[src/hw/rtl/scb_pkg.sv]
`default_nettype none
package scb_pkg;
  localparam int SAMPLE_BITS_DEF = 16;
  localparam int BIN_COUNT_DEF = 648;
  localparam int ITERS = 20;
  localparam int CW = 40;
  localparam int AW = 30;
  localparam logic OP_ADD = 1'b0;
  localparam logic OP_READ = 1'b1;
  localparam logic [AW-1:0] DEG90 = AW'(90 * 65536);
  localparam logic [AW-1:0] DEG180 = AW'(180 * 65536);
  localparam logic [AW-1:0] DEG360 = AW'(360 * 65536);

  typedef logic signed [CW-1:0] cval_t;
  typedef logic signed [AW-1:0] ang_t;

  typedef struct packed {
    logic load;
    logic az_init;
    logic el_init;
    logic rot;
    logic sq_step;
    logic az_save;
    logic bin_calc;
    logic mem_rd;
    logic mem_wr;
    logic out_go;
  } scb_cmd_t;

  function automatic ang_t atan_lut(input logic [4:0] i);
    case (i)
      5'd0: atan_lut = AW'(2949120);
      5'd1: atan_lut = AW'(1740967);
      5'd2: atan_lut = AW'(919879);
      5'd3: atan_lut = AW'(466945);
      5'd4: atan_lut = AW'(234379);
      5'd5: atan_lut = AW'(117304);
      5'd6: atan_lut = AW'(58666);
      5'd7: atan_lut = AW'(29335);
      5'd8: atan_lut = AW'(14668);
      5'd9: atan_lut = AW'(7334);
      5'd10: atan_lut = AW'(3667);
      5'd11: atan_lut = AW'(1833);
      5'd12: atan_lut = AW'(917);
      5'd13: atan_lut = AW'(458);
      5'd14: atan_lut = AW'(229);
      5'd15: atan_lut = AW'(115);
      5'd16: atan_lut = AW'(57);
      5'd17: atan_lut = AW'(29);
      5'd18: atan_lut = AW'(14);
      5'd19: atan_lut = AW'(7);
      default: atan_lut = '0;
    endcase
  endfunction

  function automatic logic [5:0] ang_bin(input ang_t a, input ang_t maxd, input logic [5:0] cap);
    logic [8:0] d;
    logic [5:0] b;
    ang_t c;
    c = a;
    if (c < 0) c = '0;
    if (c > maxd) c = maxd;
    d = 9'(c >>> 16);
    b = 6'((18'(d) * 18'd205) >> 11);
    if (b != 0) b = b - 6'd1;
    if (b > cap) b = cap;
    return b;
  endfunction
endpackage
`default_nettype wire

[src/hw/rtl/scb_ctrl.sv]
`default_nettype none
module scb_ctrl
  import scb_pkg::*;
(
  input  wire logic clk,
  input  wire logic rst_n,
  input  wire logic start,
  input  wire logic in_opcode,
  input  wire logic clr_done,
  output logic busy,
  output logic [4:0] step,
  output scb_cmd_t cmd
);
  localparam logic [3:0] S_CLR = 4'd0, S_IDLE = 4'd1, S_AZ = 4'd2, S_SQ = 4'd3,
    S_EL = 4'd4, S_ELR = 4'd5, S_BIN = 4'd6, S_RD = 4'd7, S_WR = 4'd8, S_RRD = 4'd9,
    S_OUT = 4'd10, S_AZI = 4'd11;
  logic [3:0] state_r, state_nxt;
  logic [4:0] cnt_r, cnt_nxt;

  assign step = cnt_r;
  assign busy = state_r != S_IDLE;

  always_comb begin
    state_nxt = state_r;
    cnt_nxt = cnt_r;
    cmd = '0;
    case (state_r)
      S_CLR: if (clr_done) state_nxt = S_IDLE;
      S_IDLE: begin
        if (start) begin
          cmd.load = 1'b1;
          state_nxt = (in_opcode == OP_READ) ? S_RRD : S_AZI;
        end
      end
      S_AZI: begin
        cmd.az_init = 1'b1;
        cnt_nxt = '0;
        state_nxt = S_AZ;
      end
      S_AZ: begin
        cmd.rot = 1'b1;
        cmd.sq_step = 1'b1;
        cnt_nxt = cnt_r + 5'd1;
        if (cnt_r == 5'(ITERS - 1)) begin
          state_nxt = S_SQ;
        end
      end
      S_SQ: begin
        cmd.sq_step = 1'b1;
        cnt_nxt = cnt_r + 5'd1;
        if (cnt_r == 5'd31) begin
          cmd.az_save = 1'b1;
          state_nxt = S_EL;
        end
      end
      S_EL: begin
        cmd.el_init = 1'b1;
        cnt_nxt = '0;
        state_nxt = S_ELR;
      end
      S_ELR: begin
        cmd.rot = 1'b1;
        cnt_nxt = cnt_r + 5'd1;
        if (cnt_r == 5'(ITERS - 1)) state_nxt = S_BIN;
      end
      S_BIN: begin
        cmd.bin_calc = 1'b1;
        state_nxt = S_RD;
      end
      S_RD: begin
        cmd.mem_rd = 1'b1;
        state_nxt = S_WR;
      end
      S_WR: begin
        cmd.mem_wr = 1'b1;
        state_nxt = S_OUT;
      end
      S_RRD: begin
        cmd.mem_rd = 1'b1;
        state_nxt = S_OUT;
      end
      S_OUT: begin
        cmd.out_go = 1'b1;
        state_nxt = S_IDLE;
      end
      default: state_nxt = S_IDLE;
    endcase
  end

  always_ff @(posedge clk) begin
    if (!rst_n) begin
      state_r <= S_CLR;
      cnt_r <= '0;
    end else begin
      state_r <= state_nxt;
      cnt_r <= cnt_nxt;
    end
  end
endmodule
`default_nettype wire

[config.mk]
export PLATFORM = sky130hd
export DESIGN_NAME = scb_ctrl
export DESIGN_NICKNAME = d
export VERILOG_FILES = /design/src/hw/rtl/scb_pkg.sv /design/src/hw/rtl/scb_ctrl.sv
export SDC_FILE = /design/constraint.sdc
export NUM_CORES = 1
export LEC_CHECK = 0
export BUFFER_PORTS_ARGS = -buffer_cell sky130_fd_sc_hd__buf_4
export CAP_MARGIN = 5
export CORE_MARGIN = 4
export CORE_UTILIZATION = 49
export CTS_CLUSTER_DIAMETER = 120
export DETAILED_ROUTE_END_ITERATION = 12
export PLACE_DENSITY = 0.76
export RECOVER_POWER = 100
export SYNTH_ARGS = -nofsm -noshare
export SYNTH_HDL_FRONTEND = slang
export SYNTH_SLANG_ARGS = --single-unit
[constraint.sdc]
create_clock -name clk -period 2.45 [get_ports clk]
set_clock_uncertainty 0.1 [all_clocks]
set_input_delay 0.1225 -clock clk [delete_from_list [all_inputs] [get_ports clk]]
set_output_delay 0.1225 -clock clk [all_outputs]
set_load 0.02 [all_outputs]
==> reports/qor.txt <==
Nets -> 117
Tcrit/Tclk final -> 84.0%
Synthesized cell area -> 703 um^2
Multi-input gate area -> 449 um^2
Distinct cells, synth -> 34
Die Span Y -> 45.9 um
Syn_area_per_cell -> 7.90 um^2
Share of synthesized registers carrying an async set or reset -> 0%
Top cells by area, synth -> dfxtp_1 26%, nand2b_1 5.3%, nand2_1 4.8%
Share of cells above drive strength 1 -> 10.1%
Tot GR Track Use -> 18.6%
CTS tree -> done
Initial antenna violation count -> 0
Static Leakage -> 0.314 nW
Core footprint -> 1330 um^2
Diodes inserted -> 0
Largest area contributor in the netlist -> dfxtp_1
Drt pass-1 iters -> 4
Reg-to-reg setup timing slack -> 390 ps
Worst path slowest cell -> a2111oi_0
Pwr Total -> 0.723 mW
Top FF cell, synth -> dfxtp_1
Hold_ws -> 97.4 ps
CTS Buf Count -> 3
Min-Delay Path Class -> input port to register
Post-route antenna net violation count -> 0
P&R area growth vs syn -> 13.5%
Slew of the pin with the lowest slew margin -> 611 ps
Syn Nets -> 96
Min cycle time layout -> 2060 ps
Critical path, cell by cell -> ha_1 -> and3_1 -> ha_1 -> and2_1 -> a2111oi_0 -> a221oi_1 -> a32o_1
Cells after Synth -> 89
CP arrival -> 2110 ps
Final Non-Filler Cells -> 124
RSZ-0062 raised after global routing -> no
Status -> completed
CTS clk-pin slew, worst paths -> 60 ps
Die area -> 2100 um^2
Post-route setup TNS -> 0 ps
Port bufs -> 20
Grt ovf -> 0
Reg-to-Reg End -> state_r[2]
Post-CTS Resized -> 0
CP max stage delay -> 350 ps
Area share of the largest cell type after synthesis -> 25.6%
Worst reg2reg path startpoint -> step[0]
Final slew viol count -> 0
Post-synthesis sequential area ratio -> 25.6%
Die W -> 45.9 um
Vias in the first global route -> 613
Post-DR vias/cell -> 5.66
Clock Latency Late Sink -> 260 ps
DR vias -> 702
Power Dens Cells -> 905 nW/um^2
HPWL Detailed -> 1230 um
Register bit total from synthesis -> 9
Iter 0 DRT Violations -> 14
DRT Wirelength -> 1650 um
Critical path peak fanout -> 4
Drt drc -> 0
Rel. slew slack -> 59.2%
Final Hold Fails -> 0
# IOs -> 21
First-pass GRT wire length -> 2780 um
CTS Sinks -> 9
Clock Tree Buf Depth -> 2
EDFF count, synth -> 0
Worst Hold Depth -> 2
Initial core utilization -> 52.7%
R2R depth -> 7
Drt wl/cell -> 13.3 um
Largest net degree at the start of global routing -> 19
Register area -> 180 um^2
Setup crit start kind -> register
DP Area -> 853 um^2
WP data required -> 2500 ps
Worst hold endpoint -> step[1]
Design area -> 798 um^2
Top cell by count, worst path -> ha_1
# hold bufs at CTS -> 0
Filler instances -> 142
Setup CP Type -> register to register
Inst Count DP -> 120
CTS Root Cell -> clkbuf_4
Fmax -> 486 MHz
Depth of the CTS H-tree -> 1
Final Wtd Congestion -> 0.784
Hold Startpoint -> rst_n
Max-cap violations -> 0
Final setup vio count -> 0
Post-CTS setup buffers -> 0
Setup crit end kind -> register
Peak supply drop -> 0.632 mV
Synth warn -> 0
FP Rows -> 13
[placed cells by master (no fill, tap or decap), types with 2 or more instances in the layout]
master and count:
clkbuf_1 15, nand2_1 9, dfxtp_1 9, buf_4 8
nor2_1 7, nand2b_1 6, nor3_1 6, nor2b_1 5
nand3_1 4, and3_1 3, inv_1 3, mux2i_1 3
clkbuf_4 3, a21oi_1 2, and2_1 2, xor2_1 2
a22oi_1 2, o21ai_0 2, nand4b_1 2, ha_1 2
[where the power goes]
group          internal [mW]  switching [mW]
clock network         0.0626          0.0495
registers              0.176          0.0683
logic                  0.152           0.215
total                  0.390           0.333
[worst max-delay path by stage]
stage | start | endpoint | slack, ps
floorplan | step[0] | state_r[2] | 490
global placement | step[0] | state_r[2] | 550
detailed placement | step[0] | state_r[2] | 510
CTS | step[0] | state_r[2] | 510
global route | step[0] | state_r[2] | 210
finish | step[0] | state_r[2] | 390
[flip-flops by register name, indices dropped and copies added, names as in the netlist]
register  flops
state_r       4
step          5
[critical path: cells and delay by family, from the launching register on]
kind / cells / cell delay [ps]
AOI/OAI and AO/OA: 3 / 770
adders and majority gates: 2 / 420
DFF: 1 / 340
and+or+nand+nor: 2 / 340
[synth_stat cells, types with 3 or more instances]
cell type and instances:
dfxtp_1 9, nand2_1 9, nor2_1 7, nand2b_1 6, nor3_1 6, nor2b_1 5, nand3_1 4, and2_1 3
and3_1 3, buf_2 3, inv_1 3, mux2i_1 3
[metal layers]
layer | part of all wire [%] | vias to the layer above | track usage [%]
met5 | 0 | - | 0
met4 | 1.0 | 0 | 10.2
met3 | 6.4 | 2 | 4.74
met2 | 50 | 19 | 31.3
met1 | 42 | 325 | 21.0
li1 | - | 356 | -
[kinds of logic (layout without fill, tap and decap cells)]
group / Yosys count / count (layout) / synth area share [%]
mux: 3 / 3 / 4.27
compound gates: 16 / 16 / 21.0
simple gates: 48 / 48 / 36.7
flops: 9 / 9 / 25.6
fa+ha+maj: 2 / 2 / 3.56
xor+xnor: 2 / 2 / 2.49
buf+inv: 9 / 29 / 6.41
[cell type report]
type | count | share of cell area, %
Multi-Input combinational cell | 71 | 56.3
Sequential cell | 9 | 22.6
Timing Repair Buffer | 22 | 14.1
Clock buffer | 4 | 3.29
Tap cell | 15 | 2.35
Inverter | 3 | 1.41
[metrics by stage]
stage | utilization (%) | worst slack, ps
2_1_floorplan | - | 490
3_3_place_gp | 64.0 | 551
3_5_place_dp | 64.0 | 510
4_1_cts | 65.9 | 511
5_1_grt | 59.8 | 205
6_report | 59.8 | 393
Power figures use the tool's default switching activity.
